File: config.mk
export PLATFORM = sky130hd
export DESIGN_NAME = modem_result_code_recognizer_flat
export DESIGN_NICKNAME = d
export VERILOG_FILES = /design/src/rtl/mrc_pkg.sv /design/src/rtl/mrc_if.sv /design/src/rtl/mrc_cfg_regs.sv /design/src/rtl/mrc_line_tracker.sv /design/src/rtl/mrc_out_stage.sv /design/src/rtl/modem_result_code_recognizer.sv /design/src/flat_wrapper.sv
export SDC_FILE = /design/constraint.sdc
export NUM_CORES = 1
export LEC_CHECK = 0
export ABC_AREA = 0
export ABC_CLOCK_PERIOD_IN_PS = 10700
export BUFFER_PORTS_ARGS = -buffer_cell sky130_fd_sc_hd__buf_2
export CAP_MARGIN = 20
export CORE_ASPECT_RATIO = 0.5
export CORE_MARGIN = 2
export CORE_UTILIZATION = 35
export DETAILED_ROUTE_END_ITERATION = 6
export PLACE_DENSITY = 0.57
export SYNTH_ARGS = -nofsm -noshare
export SYNTH_HDL_FRONTEND = slang
export SYNTH_HIERARCHICAL = 1
export SYNTH_SLANG_ARGS = --single-unit
File: constraint.sdc
create_clock -name clk -period 10.7 [get_ports clk]
set_input_delay 2.14 -clock clk [delete_from_list [all_inputs] [get_ports clk]]
set_output_delay 2.14 -clock clk [all_outputs]
set_load 0.1 [all_outputs]
File: src/rtl/mrc_pkg.sv
`default_nettype none

package mrc_pkg;

	localparam int WORD_COUNT  = 7;
	localparam int WORD_CHARS  = 11;
	localparam int CONNECT_LEN = 7;
	localparam int BAUD_W      = 24;
	localparam int TIMEOUT_W   = 8;
	localparam int ELAPSED_W   = 9;
	localparam int CFG_IDX_W   = 1;

	localparam logic [BAUD_W-1:0]    BAUD_MAX    = '1;
	localparam logic [ELAPSED_W-1:0] ELAPSED_MAX = '1;

	// result codes
	localparam logic [1:0] RC_OK      = 2'd0;
	localparam logic [1:0] RC_CONNECT = 2'd1;
	localparam logic [1:0] RC_FAIL    = 2'd2;
	localparam logic [1:0] RC_NORESP  = 2'd3;

	// request types
	localparam logic REQ_BYTE = 1'b0;
	localparam logic REQ_TICK = 1'b1;

	// configuration register indexes
	localparam logic [CFG_IDX_W-1:0] CFG_TIMEOUT = 1'd0;
	localparam logic [CFG_IDX_W-1:0] CFG_BAUD    = 1'd1;

	localparam logic [TIMEOUT_W-1:0] TIMEOUT_RST = 8'd2;
	localparam logic [BAUD_W-1:0]    BAUD_RST    = 24'd9600;

	localparam logic [7:0] CH_CR    = 8'h0D;
	localparam logic [7:0] CH_LF    = 8'h0A;
	localparam logic [7:0] CH_SPACE = 8'h20;
	localparam logic [7:0] CH_TAB   = 8'h09;
	localparam logic [7:0] CH_PLUS  = 8'h2B;
	localparam logic [7:0] CH_MINUS = 8'h2D;
	localparam logic [7:0] CH_ZERO  = 8'h30;
	localparam logic [7:0] CH_NINE  = 8'h39;

	// Result words, first character in the top byte of each entry; padding never compared.
	localparam logic [0:WORD_COUNT-1][0:WORD_CHARS-1][7:0] WORD_TEXT = {
		"OK         ",
		"NO CARRIER ",
		"ERROR      ",
		"NO DIALTONE",
		"BUSY       ",
		"NO ANSWER  ",
		"CONNECT    "
	};
	localparam logic [0:WORD_COUNT-1][3:0] WORD_LEN = {
		4'd2, 4'd10, 4'd5, 4'd11, 4'd4, 4'd9, 4'd7
	};
	localparam logic [0:WORD_COUNT-1][1:0] WORD_CODE = {
		RC_OK, RC_FAIL, RC_FAIL, RC_FAIL, RC_FAIL, RC_FAIL, RC_CONNECT
	};

	typedef enum logic [1:0] {
		SP_BLANK  = 2'd0,
		SP_DIGITS = 2'd1,
		SP_DONE   = 2'd2
	} speed_phase_t;

	typedef struct packed {
		logic       req_type;
		logic [7:0] rx_byte;
	} item_t;

	typedef struct packed {
		logic [TIMEOUT_W-1:0] timeout_secs;
		logic [BAUD_W-1:0]    default_baud;
	} cfg_t;

	typedef struct packed {
		logic              valid;
		logic [1:0]        result_code;
		logic [BAUD_W-1:0] baud;
	} result_t;

endpackage

`default_nettype wire

File: src/rtl/mrc_if.sv
`default_nettype none

interface mrc_req_if;
	logic       valid;
	logic       ready;
	logic       req_type;
	logic [7:0] rx_byte;
	modport source(output valid, output req_type, output rx_byte, input ready);
	modport sink(input valid, input req_type, input rx_byte, output ready);
endinterface

interface mrc_rsp_if;
	logic        valid;
	logic        ready;
	logic [1:0]  result_code;
	logic [23:0] baud;
	modport source(output valid, output result_code, output baud, input ready);
	modport sink(input valid, input result_code, input baud, output ready);
endinterface

interface mrc_cfg_if;
	logic        valid;
	logic        ready;
	logic [0:0]  index;
	logic [23:0] data;
	modport source(output valid, output index, output data, input ready);
	modport sink(input valid, input index, input data, output ready);
endinterface

`default_nettype wire

File: src/rtl/mrc_cfg_regs.sv
`default_nettype none

module mrc_cfg_regs (
	input  wire logic  clk,
	input  wire logic  arst_n,
	mrc_cfg_if.sink    cfg,
	output mrc_pkg::cfg_t cfg_val
);
	import mrc_pkg::*;

	logic [TIMEOUT_W-1:0] timeout_q;
	logic [BAUD_W-1:0]    baud_q;

	assign cfg.ready = 1'b1;

	always_ff @(posedge clk or negedge arst_n) begin
		if (!arst_n) begin
			timeout_q <= TIMEOUT_RST;
			baud_q    <= BAUD_RST;
		end else if (cfg.valid) begin
			unique case (cfg.index)
				CFG_TIMEOUT: timeout_q <= cfg.data[TIMEOUT_W-1:0];
				CFG_BAUD:    baud_q    <= cfg.data;
				default: ;
			endcase
		end
	end

	assign cfg_val.timeout_secs = timeout_q;
	assign cfg_val.default_baud = baud_q;

endmodule

`default_nettype wire

File: src/rtl/mrc_line_tracker.sv
`default_nettype none

module mrc_line_tracker #(
	parameter int LINE_MAX = 127
) (
	input  wire logic            clk,
	input  wire logic            arst_n,
	input  wire logic            step,
	input  wire mrc_pkg::item_t  item,
	input  wire mrc_pkg::cfg_t   cfg_val,
	output mrc_pkg::result_t     res
);
	import mrc_pkg::*;

	localparam int PW = $clog2(LINE_MAX + 1);

	logic [PW-1:0]         pos_q,   pos_d;
	logic [WORD_COUNT-1:0] match_q, match_d;
	speed_phase_t          phase_q, phase_d;
	logic                  neg_q,   neg_d;
	logic [BAUD_W-1:0]     accum_q, accum_d;
	logic [ELAPSED_W-1:0]  elapsed_q, elapsed_d;

	logic                 line_end;
	logic                 is_digit;
	logic [ELAPSED_W-1:0] elapsed_inc;
	logic [BAUD_W+3:0]    accum_next;
	logic                 hit;
	logic [1:0]           hit_code;
	logic [7:0]           c;

	assign c        = item.rx_byte;
	assign line_end = (c == CH_CR) || (c == CH_LF) || (pos_q >= PW'(LINE_MAX));
	assign is_digit = (c >= CH_ZERO) && (c <= CH_NINE);
	assign elapsed_inc = (elapsed_q == ELAPSED_MAX) ? elapsed_q : elapsed_q + 1'b1;
	// accum * 10 + digit, four spare bits for the saturation test
	assign accum_next = {1'b0, accum_q, 3'b000} + {3'b000, accum_q, 1'b0} +
		(BAUD_W+4)'(c[3:0]);

	// first word still matching and long enough wins
	always_comb begin
		hit      = 1'b0;
		hit_code = RC_OK;
		for (int i = WORD_COUNT - 1; i >= 0; i--) begin
			if (match_q[i] && (pos_q >= PW'(WORD_LEN[i]))) begin
				hit      = 1'b1;
				hit_code = WORD_CODE[i];
			end
		end
	end

	always_comb begin
		pos_d     = pos_q;
		match_d   = match_q;
		phase_d   = phase_q;
		neg_d     = neg_q;
		accum_d   = accum_q;
		elapsed_d = elapsed_q;
		res       = '0;
		if (item.req_type == REQ_TICK) begin
			elapsed_d = elapsed_inc;
			if (elapsed_inc > {1'b0, cfg_val.timeout_secs}) begin
				res.valid       = 1'b1;
				res.result_code = RC_NORESP;
			end
		end else if (line_end) begin
			res.valid       = hit;
			res.result_code = hit_code;
			if (hit && (hit_code == RC_CONNECT)) begin
				res.baud = (neg_q || (accum_q == '0)) ? cfg_val.default_baud : accum_q;
			end
		end else begin
			for (int i = 0; i < WORD_COUNT; i++) begin
				if ((pos_q < PW'(WORD_LEN[i])) && (c != WORD_TEXT[i][pos_q[3:0]])) begin
					match_d[i] = 1'b0;
				end
			end
			if (pos_q >= PW'(CONNECT_LEN)) begin
				unique case (phase_q)
					SP_BLANK: begin
						if ((c == CH_SPACE) || (c == CH_TAB)) begin
							phase_d = SP_BLANK;
						end else if ((c == CH_PLUS) || (c == CH_MINUS)) begin
							neg_d   = (c == CH_MINUS);
							phase_d = SP_DIGITS;
						end else if (is_digit) begin
							accum_d = BAUD_W'(c[3:0]);
							phase_d = SP_DIGITS;
						end else begin
							phase_d = SP_DONE;
						end
					end
					SP_DIGITS: begin
						if (is_digit) begin
							accum_d = (accum_next > (BAUD_W+4)'(BAUD_MAX)) ?
								BAUD_MAX : accum_next[BAUD_W-1:0];
						end else begin
							phase_d = SP_DONE;
						end
					end
					default: ;
				endcase
			end
			pos_d = pos_q + 1'b1;
		end
		// any result or discarded line starts a fresh line
		if (res.valid || ((item.req_type == REQ_BYTE) && line_end)) begin
			pos_d     = '0;
			match_d   = '1;
			phase_d   = SP_BLANK;
			neg_d     = 1'b0;
			accum_d   = '0;
			elapsed_d = '0;
		end
	end

	always_ff @(posedge clk or negedge arst_n) begin
		if (!arst_n) begin
			pos_q     <= '0;
			match_q   <= '1;
			phase_q   <= SP_BLANK;
			neg_q     <= 1'b0;
			accum_q   <= '0;
			elapsed_q <= '0;
		end else if (step) begin
			pos_q     <= pos_d;
			match_q   <= match_d;
			phase_q   <= phase_d;
			neg_q     <= neg_d;
			accum_q   <= accum_d;
			elapsed_q <= elapsed_d;
		end
	end

endmodule

`default_nettype wire

File: src/rtl/mrc_out_stage.sv
`default_nettype none

module mrc_out_stage (
	input  wire logic             clk,
	input  wire logic             arst_n,
	input  wire logic             load,
	input  wire mrc_pkg::result_t res,
	output logic                  free,
	mrc_rsp_if.source             rsp
);
	import mrc_pkg::*;

	logic              valid_q;
	logic [1:0]        code_q;
	logic [BAUD_W-1:0] baud_q;

	assign free = !valid_q || rsp.ready;

	always_ff @(posedge clk or negedge arst_n) begin
		if (!arst_n) begin
			valid_q <= 1'b0;
		end else if (load) begin
			valid_q <= res.valid;
		end else if (rsp.ready) begin
			valid_q <= 1'b0;
		end
	end

	always_ff @(posedge clk) begin
		if (load && res.valid) begin
			code_q <= res.result_code;
			baud_q <= res.baud;
		end
	end

	assign rsp.valid       = valid_q;
	assign rsp.result_code = code_q;
	assign rsp.baud        = baud_q;

endmodule

`default_nettype wire

File: src/rtl/modem_result_code_recognizer.sv
// Channel  Dir  Payload                          Transfer
// req      in   req_type[0], rx_byte[7:0]        valid & ready
// rsp      out  result_code[1:0], baud[23:0]     valid & ready
// cfg      in   index[0], data[23:0]             valid & ready (ready tied high)
//
// One item per cycle while rsp is not holding the output; an accepted item goes into the input
// register, then through the line tracker's single pass into the result register that drives rsp.
// Reset clears line state, timer and both pipeline valids; registers load defaults.
// req stalls only while a result sits in the output register and rsp is not ready.

`default_nettype none

module modem_result_code_recognizer #(
	parameter int LINE_MAX = 127
) (
	input  wire logic clk,
	input  wire logic arst_n,
	mrc_req_if.sink   req,
	mrc_rsp_if.source rsp,
	mrc_cfg_if.sink   cfg
);
	import mrc_pkg::*;

	logic    valid_s1;
	item_t   item_s1;
	logic    out_free;
	logic    advance;
	cfg_t    cfg_val;
	result_t res;

	assign advance   = valid_s1 && out_free;
	assign req.ready = !valid_s1 || advance;

	always_ff @(posedge clk or negedge arst_n) begin
		if (!arst_n) begin
			valid_s1 <= 1'b0;
		end else if (req.valid && req.ready) begin
			valid_s1 <= 1'b1;
		end else if (advance) begin
			valid_s1 <= 1'b0;
		end
	end

	always_ff @(posedge clk) begin
		if (req.valid && req.ready) begin
			item_s1.req_type <= req.req_type;
			item_s1.rx_byte  <= req.rx_byte;
		end
	end

	mrc_cfg_regs u_cfg (
		.clk     (clk),
		.arst_n  (arst_n),
		.cfg     (cfg),
		.cfg_val (cfg_val)
	);

	mrc_line_tracker #(
		.LINE_MAX(LINE_MAX)
	) u_tracker (
		.clk     (clk),
		.arst_n  (arst_n),
		.step    (advance),
		.item    (item_s1),
		.cfg_val (cfg_val),
		.res     (res)
	);

	mrc_out_stage u_out (
		.clk    (clk),
		.arst_n (arst_n),
		.load   (advance),
		.res    (res),
		.free   (out_free),
		.rsp    (rsp)
	);

`ifndef SYNTHESIS
	a_stall_only_on_backpressure: assert property (@(posedge clk) disable iff (!arst_n)
		!req.ready |-> (rsp.valid && !rsp.ready))
		else $error("req stalled without output backpressure");

	a_baud_zero_unless_connect: assert property (@(posedge clk) disable iff (!arst_n)
		(rsp.valid && (rsp.result_code != RC_CONNECT)) |-> (rsp.baud == '0))
		else $error("non-zero baud on a non-connect result");

	a_accept_fills_s1: assert property (@(posedge clk) disable iff (!arst_n)
		(req.valid && req.ready) |=> valid_s1)
		else $error("accepted item missing from input register");

	a_result_from_step: assert property (@(posedge clk) disable iff (!arst_n)
		($rose(rsp.valid)) |-> $past(advance))
		else $error("result appeared without a processed item");
`endif

endmodule

`default_nettype wire
File: src/flat_wrapper.sv
// flat-port wrapper written by rule: the top's interface ports become plain ports
module modem_result_code_recognizer_flat import mrc_pkg::*;
#(
	parameter int LINE_MAX = 127
)
  (clk, arst_n, req_valid, req_req_type, req_rx_byte, req_ready, rsp_valid, rsp_result_code, rsp_baud, rsp_ready, cfg_valid, cfg_index, cfg_data, cfg_ready);
  mrc_req_if req_i ();
  mrc_rsp_if rsp_i ();
  mrc_cfg_if cfg_i ();
  input  wire logic clk;
  input  wire logic arst_n;
  input wire logic [$bits(req_i.valid)-1:0] req_valid;
  input wire logic [$bits(req_i.req_type)-1:0] req_req_type;
  input wire logic [$bits(req_i.rx_byte)-1:0] req_rx_byte;
  output wire logic [$bits(req_i.ready)-1:0] req_ready;
  output wire logic [$bits(rsp_i.valid)-1:0] rsp_valid;
  output wire logic [$bits(rsp_i.result_code)-1:0] rsp_result_code;
  output wire logic [$bits(rsp_i.baud)-1:0] rsp_baud;
  input wire logic [$bits(rsp_i.ready)-1:0] rsp_ready;
  input wire logic [$bits(cfg_i.valid)-1:0] cfg_valid;
  input wire logic [$bits(cfg_i.index)-1:0] cfg_index;
  input wire logic [$bits(cfg_i.data)-1:0] cfg_data;
  output wire logic [$bits(cfg_i.ready)-1:0] cfg_ready;
  assign req_i.valid = req_valid;
  assign req_i.req_type = req_req_type;
  assign req_i.rx_byte = req_rx_byte;
  assign req_ready = req_i.ready;
  assign rsp_valid = rsp_i.valid;
  assign rsp_result_code = rsp_i.result_code;
  assign rsp_baud = rsp_i.baud;
  assign rsp_i.ready = rsp_ready;
  assign cfg_i.valid = cfg_valid;
  assign cfg_i.index = cfg_index;
  assign cfg_i.data = cfg_data;
  assign cfg_ready = cfg_i.ready;
  modem_result_code_recognizer #(.LINE_MAX(LINE_MAX)) u_core (.clk(clk), .arst_n(arst_n), .req(req_i), .rsp(rsp_i), .cfg(cfg_i));
endmodule
==> flow_summary.ini, run 1 <==
[outcome]
outcome = complete, but fails checks
violations = DRC

[worst_hold_path]
hold_depth = 2
worstHoldPathType = flip-flop to flip-flop

[timing]
max-slew-margin-rel_pct = 32.5
fin_setup_tns_ns = 0
hold_viol = 0
min_period_over_period_pct = 46.9
finalWorstSetupSlack_ns = 5.68
tightest_slew_ns = 1.01
finalSetupViolCount = 0
skew_ns = 0.00989
rsz0062_at_grt = false
min_period_ns = 5.02
max_clock_freq_mhz = 199
finalMaxSlewViolations = 0

[clocking]
clk_path_buf_depth = 2
cts_num_sinks = 119
cts_max_level = 4
cts-root-buf = clkbuf_16
insertion_delay_ns = 0.42
cts_buffers = 17
tritoncts = done
clk_pin_slew_ns = 0.05
cts_setup_buffers = 0
ctsHoldBuffers = 0
ctsResizeCount = 0

[setup_path]
critPathKind = input pin to output port
r2r_cells = 10
cpMaxStageDelayCell = buf_2
start_kind = input pin
crit_arrival_ns = 2.88
end_kind = output port
path_cells = buf_2 > nand2b_4 > nand2b_4 > buf_2
cp_slowest_stage_delay_ns = 0.42
cp.required_ns = 8.56
crit_fanout = 3

[routing]
final_antenna_net_count = 0
drc = 4
drtPass1Iterations = 7
wl_per_cell_um = 17.4
drtIter0Drc = 652
routed_via_density = 5.57
vias = 6836
wl_mm = 21.3

[global_route]
grt_pass1_vias = 6695
grt_pass1_wl_mm = 35.1
globalRoute.totalOverflow = 0
grt_max_degree = 58
grt_antenna_before_repair = 0
grt_usage_pct = 17.6

[synth]
synth_seq_area_share_pct = 38.2
yosys.area.top_type = dfrtp_1
syn_nets = 975
synth_edf_count = 35
synth-seq-cells = 119
synth-async-reset-ratio_pct = 70.6
netlist_instances = 868
netlist_area_mm2 = 0.00829
synth_area_leaders = dfrtp_1 (22%), edfxtp_1 (13%), ha_1 (10%)
synth.distinct_cells = 82
yosys_warnings = 6
syn_avg_cell_area_um2 = 9.55
synth_commonest_cells = dfrtp_1 (72), nand2_1 (72), ha_1 (66), nor2_1 (66), o21ai_0 (64)
synth_ff_type = dfrtp_1
netlist.area_leader.share_pct = 21.7

[layout]
nets = 1014
layout-drive-gt1-share_pct = 18.2
multi_input_area_mm2 = 0.00480
utilization_pct = 40.8
n_antenna_cell = 0
nFillCells = 2271
design_area_mm2 = 0.00940
area.growth.synth_to_final_pct = 13.3
ff_latch_area_mm2 = 0.00317

[floorplan]
std_cell_rows = 39
core_mm2 = 0.0230
die_y_um = 113
die_area_mm2 = 0.0250
start_util_pct = 36.0
io_pins = 68
fp.dieW_um = 222

[pwr]
power_leakage_nw = 4.26
finalPower_mw = 1.82
irDropWorstVdd_mv = 0.0880
power_density_mw_per_mm2 = 193

[place]
dp_hpwl_mm = 15.3
preCtsSetupSlack_ns = 5.68
port_buffers = 66
gp_congestion = 0.872
post_dp_cell_area_mm2 = 0.00880

[run]
cap_violations = 0
[cell type report]
cell class,instances,share of cell area (%)
Timing Repair Buffer,70,3.90
Clock buffer,24,5.23
Tap cell,307,4.09
Clock inverter,8,1.03
Sequential cell,119,33.7
Multi-Input combinational cell,674,51.0
Inverter,25,0.999
[critical path, delay by kind of cell]
kind | cells | cell delay [ns]
and+or+nand+nor | 2 | 0.23
buffers and inverters | 2 | 0.50
[cell families (layout without fill, tap and decap cells)]
kind of cell,count (synthesis),count (layout),share of synthesized area [%]
muxes,57,57,7.40
other,1,1,0.0452
adders and majority gates,68,68,10.4
DFF,119,119,38.2
and+or+nand+nor,251,251,15.3
xor gates and xnor gates,40,40,4.23
buffers and inverters,75,127,3.98
AOI/OAI and AO/OA,257,257,20.4
[state kept, by name, summed over array words and instances (netlist names)]
register	flops
u_core/item_s1	9
u_core/u_cfg/baud_q	24
u_core/u_cfg/timeout_q	8
u_core/u_out/rsp.baud	24
u_core/u_out/rsp.result_code	2
u_core/u_out/rsp.valid	1
u_core/u_tracker/accum_q	24
u_core/u_tracker/elapsed_q	9
u_core/u_tracker/match_q	7
u_core/u_tracker/neg_q	1
u_core/u_tracker/phase_q	2
u_core/u_tracker/pos_q	7
u_core/valid_s1	1
[where the power goes]
group          switching [mW]  internal (mW)  leakage [nW]  total (mW)
Clock                   0.201          0.366         0.290       0.567
Sequential             0.0815          0.539          1.39       0.620
Combinational           0.389          0.239          2.58       0.628
[layer usage]
layer	routed length [um]	share of wire, %	GRT usage, %
met5	0	0	0
met4	389	1.8	6.53
met3	960	4.5	3.53
met2	9840	46	28.5
met1	10100	47	23.5
[layout by cell type (no fill, tap or decap), types with 6 or more instances in the layout]
cell,count
and2_1,6
o31ai_1,10
buf_2,65
o211ai_1,14
xnor2_1,22
a211oi_1,7
nand2b_1,13
a21oi_1,62
nor4_1,9
nor2b_1,8
mux2i_1,23
nand3_1,12
dfrtp_1,72
a22oi_1,19
clkbuf_16,17
o21a_1,7
inv_1,23
xor2_1,18
a22o_1,8
o21ai_0,64
ha_1,66
mux2_2,34
a31oi_1,6
nand2_1,72
nor2_1,66
dfstp_2,12
nand4_1,15
nor3_1,15
edfxtp_1,35
a21o_1,9
[per-stage QoR]
step,cells,hold slack (ns)
3_3_place_gp,1194,0.463
4_1_cts,1226,0.470
3_5_place_dp,1194,0.460
6_report,1227,0.470
5_1_grt,1227,0.489
2_1_floorplan,868,0.445
[worst paths after layout]
check,start,to,slack [ns]
hold reg to reg,u_core/u_tracker/match_q[0]$_DFFE_PN1P_,u_core/u_tracker/match_q[0]$_DFFE_PN1P_,0.47
setup / recovery,rsp_ready,req_ready,5.68
min in group asynchronous,arst_n,u_core/u_cfg/baud_q[23]$_DFFE_PN0P_,1.64
setup reg to reg,u_core/item_s1[3]$_DFFE_PP_,u_core/u_tracker/accum_q[13]$_DFFE_PN0P_,6.33
hold / removal,u_core/u_tracker/match_q[0]$_DFFE_PN1P_,u_core/u_tracker/match_q[0]$_DFFE_PN1P_,0.47
max in group asynchronous,arst_n,u_core/u_tracker/pos_q[1]$_DFFE_PN0P_,7.97
Note: power is estimated with default switching activity, not from simulation.
==> run 2, diff against run 1 <==
Settings changed: ABC_CLOCK_PERIOD_IN_PS 10700 to 4500, PLACE_DENSITY 0.57 to 0.59.
Clock period 10.7 ns to 4.5 ns, I/O delays scaled along.
==> run 2 against run 1 <==
Compared with the run above: the flow still finishes with violations (DRC); critical endpoint is now u_core/u_tracker/accum_q[10]$_DFFE_PN0P_; global-route usage is 0.31 points higher; critical path depth is 11 higher; die area stayed put; register-to-register slack worse by 5.8 ns; sequential share of layout area is 0.21 points lower.
==> flow_summary.ini, run 2 (synthesis gave the netlist of run 1 again) <==
[outcome]
outcome = complete, but fails checks
violations = DRC

[routing]
routed_via_density = 5.58
drtIter0Drc = 500
wl_per_cell_um = 17.7
final_antenna_net_count = 0
drc = 4
drtPass1Iterations = 7
vias = 6889
wl_mm = 21.8

[setup_path]
cp.required_ns = 4.77
timing.rr.end = u_core/u_tracker/accum_q[10]$_DFFE_PN0P_
endpoint = u_core/u_tracker/accum_q[10]$_DFFE_PN0P_
crit_arrival_ns = 4.23
end_kind = flip-flop
critPathKind = flip-flop to flip-flop
start_kind = flip-flop
rrSetupSlack_ns = 0.54
startpoint = u_core/u_tracker/elapsed_q[0]$_DFFE_PN0P_
regToRegStartpoint = u_core/u_tracker/elapsed_q[0]$_DFFE_PN0P_
r2r_cells = 15
crit_fanout = 20

[timing]
finalWorstSetupSlack_ns = 0.542
min_period_over_period_pct = 88.0
hold_viol = 0
fin_setup_tns_ns = 0
tightest_slew_ns = 0.760
rsz0062_at_grt = false
max_clock_freq_mhz = 253
finalMaxSlewViolations = 0
finalSetupViolCount = 0
min_period_ns = 3.96
max-slew-margin-rel_pct = 49.4
skew_ns = 0.00613

[pwr]
combPwrFrac_pct = 35.9
finalPower_mw = 4.34
power.switching_mw = 1.65
irDropWorstVdd_mv = 0.222
power_leakage_nw = 4.26
switching_share_pct = 37.9
power_density_mw_per_mm2 = 459
p_seq_share_pct = 33.0
clockPowerShare_pct = 31.2
power.internal_mw = 2.70

[floorplan]
std_cell_rows = 39
die_y_um = 113
start_util_pct = 36.0
fp.dieW_um = 222
core_mm2 = 0.0230
io_pins = 68
die_area_mm2 = 0.0250

[layout]
nets = 1021
n_antenna_cell = 0
layout-drive-gt1-share_pct = 19.1
final_cell_mix = dfrtp_1 (72), nand2_1 (72), nor2_1 (66), ha_1 (66), buf_2 (65)
area.growth.synth_to_final_pct = 14.1
nFillCells = 2256

[clocking]
cts-root-buf = clkbuf_16
insertion_delay_ns = 0.41
cts_setup_buffers = 0
cts_num_sinks = 119
tritoncts = done
cts_max_level = 4
ctsResizeCount = 0
clk_path_buf_depth = 2
cts_buffers = 17
clk_pin_slew_ns = 0.06
ctsHoldBuffers = 0

[place]
preCtsSetupSlack_ns = 0.581
gp_congestion = 0.890
port_buffers = 66
dp_hpwl_mm = 15.7

[run]
cap_violations = 0

[global_route]
grt_usage_pct = 17.9
grt_pass1_vias = 6816
grt_antenna_before_repair = 0
globalRoute.totalOverflow = 0
grt_max_degree = 58
grt_pass1_wl_mm = 35.7

[worst_hold_path]
worstHoldPathType = flip-flop to flip-flop
-- run 2: cell types whose count changed in the layout (fill, tap and decap cells not counted), sizes merged --
cell      previous run  this run
clkinv               7         4
buf                 70        77
inv                 23        25
clkinvlp             1         8
clkbuf              24        18
-- run 2: critical path, cell delays in order, from the launching register on --
cell and delay (ns):
dfrtp_1 0.43, ha_1 0.26, and4_1 0.24, and4_1 0.22, nand2_1 0.23, mux2_2 0.40
ha_1 0.28, nand4_1 0.10, o211ai_1 0.18, o22ai_1 0.12, o211a_1 0.24, and2b_1 0.35
o21ai_2 0.18, buf_8 0.20, a22oi_1 0.21, o21ai_0 0.16
-- run 2: per-stage QoR --
step	util, %	std cells	area [um^2]	hold WS (ns)
after floorplan	-	868	8290	0.445
after global placement	38.4	1201	8850	0.461
after detailed placement	38.4	1201	8850	0.466
after CTS	41.0	1233	9440	0.474
after global routing	41.1	1234	9460	0.493
final	41.1	1234	9460	0.473
-- run 2: how the worst min path moves through the flow --
stage,to,cells after the start,slack [ns],from
after floorplan,u_core/u_tracker/match_q[0]$_DFFE_PN1P_,2,0.45,u_core/u_tracker/match_q[0]$_DFFE_PN1P_
after global placement,u_core/u_tracker/match_q[4]$_DFFE_PN1P_,2,0.46,u_core/u_tracker/match_q[4]$_DFFE_PN1P_
after detailed placement,u_core/u_tracker/match_q[4]$_DFFE_PN1P_,2,0.47,u_core/u_tracker/match_q[4]$_DFFE_PN1P_
after CTS,u_core/u_tracker/match_q[4]$_DFFE_PN1P_,2,0.47,u_core/u_tracker/match_q[4]$_DFFE_PN1P_
after global routing,u_core/u_tracker/match_q[4]$_DFFE_PN1P_,2,0.49,u_core/u_tracker/match_q[4]$_DFFE_PN1P_
final,u_core/u_tracker/match_q[4]$_DFFE_PN1P_,2,0.47,u_core/u_tracker/match_q[4]$_DFFE_PN1P_
-- run 2: layout make-up --
type | count | area [um^2] | area share, %
clock buffer | 18 | 439 | 4.64
timing repair buffer | 77 | 423 | 4.47
tap | 307 | 384 | 4.06
inverter | 25 | 93.8 | 0.992
multi-input combinational | 674 | 4800 | 50.7
sequential | 119 | 3170 | 33.5
clock inverter | 14 | 151 | 1.60
-- run 2: routing by layer --
| metal | GRT usage, % | up-vias | wire length, um |
|---|---|---|---|
| li1 | - | 3315 | - |
| met1 | 23.4 | 3349 | 9990 |
| met2 | 29.4 | 194 | 10200 |
| met3 | 3.74 | 31 | 1070 |
| met4 | 6.89 | 0 | 492 |
| met5 | 0 | - | 0 |
-- run 2: power groups by stage --
| stage | clock, mW | combinational, mW | sequential (mW) |
|---|---|---|---|
| 3_5_place_dp | 0 | 1.53 | 1.44 |
| 2_1_floorplan | 0 | 1.10 | 1.53 |
| 3_3_place_gp | 0 | 1.52 | 1.44 |
| 6_report | 1.35 | 1.56 | 1.43 |
| 4_1_cts | 1.38 | 1.55 | 1.43 |
| 5_1_grt | 1.44 | 1.72 | 1.45 |
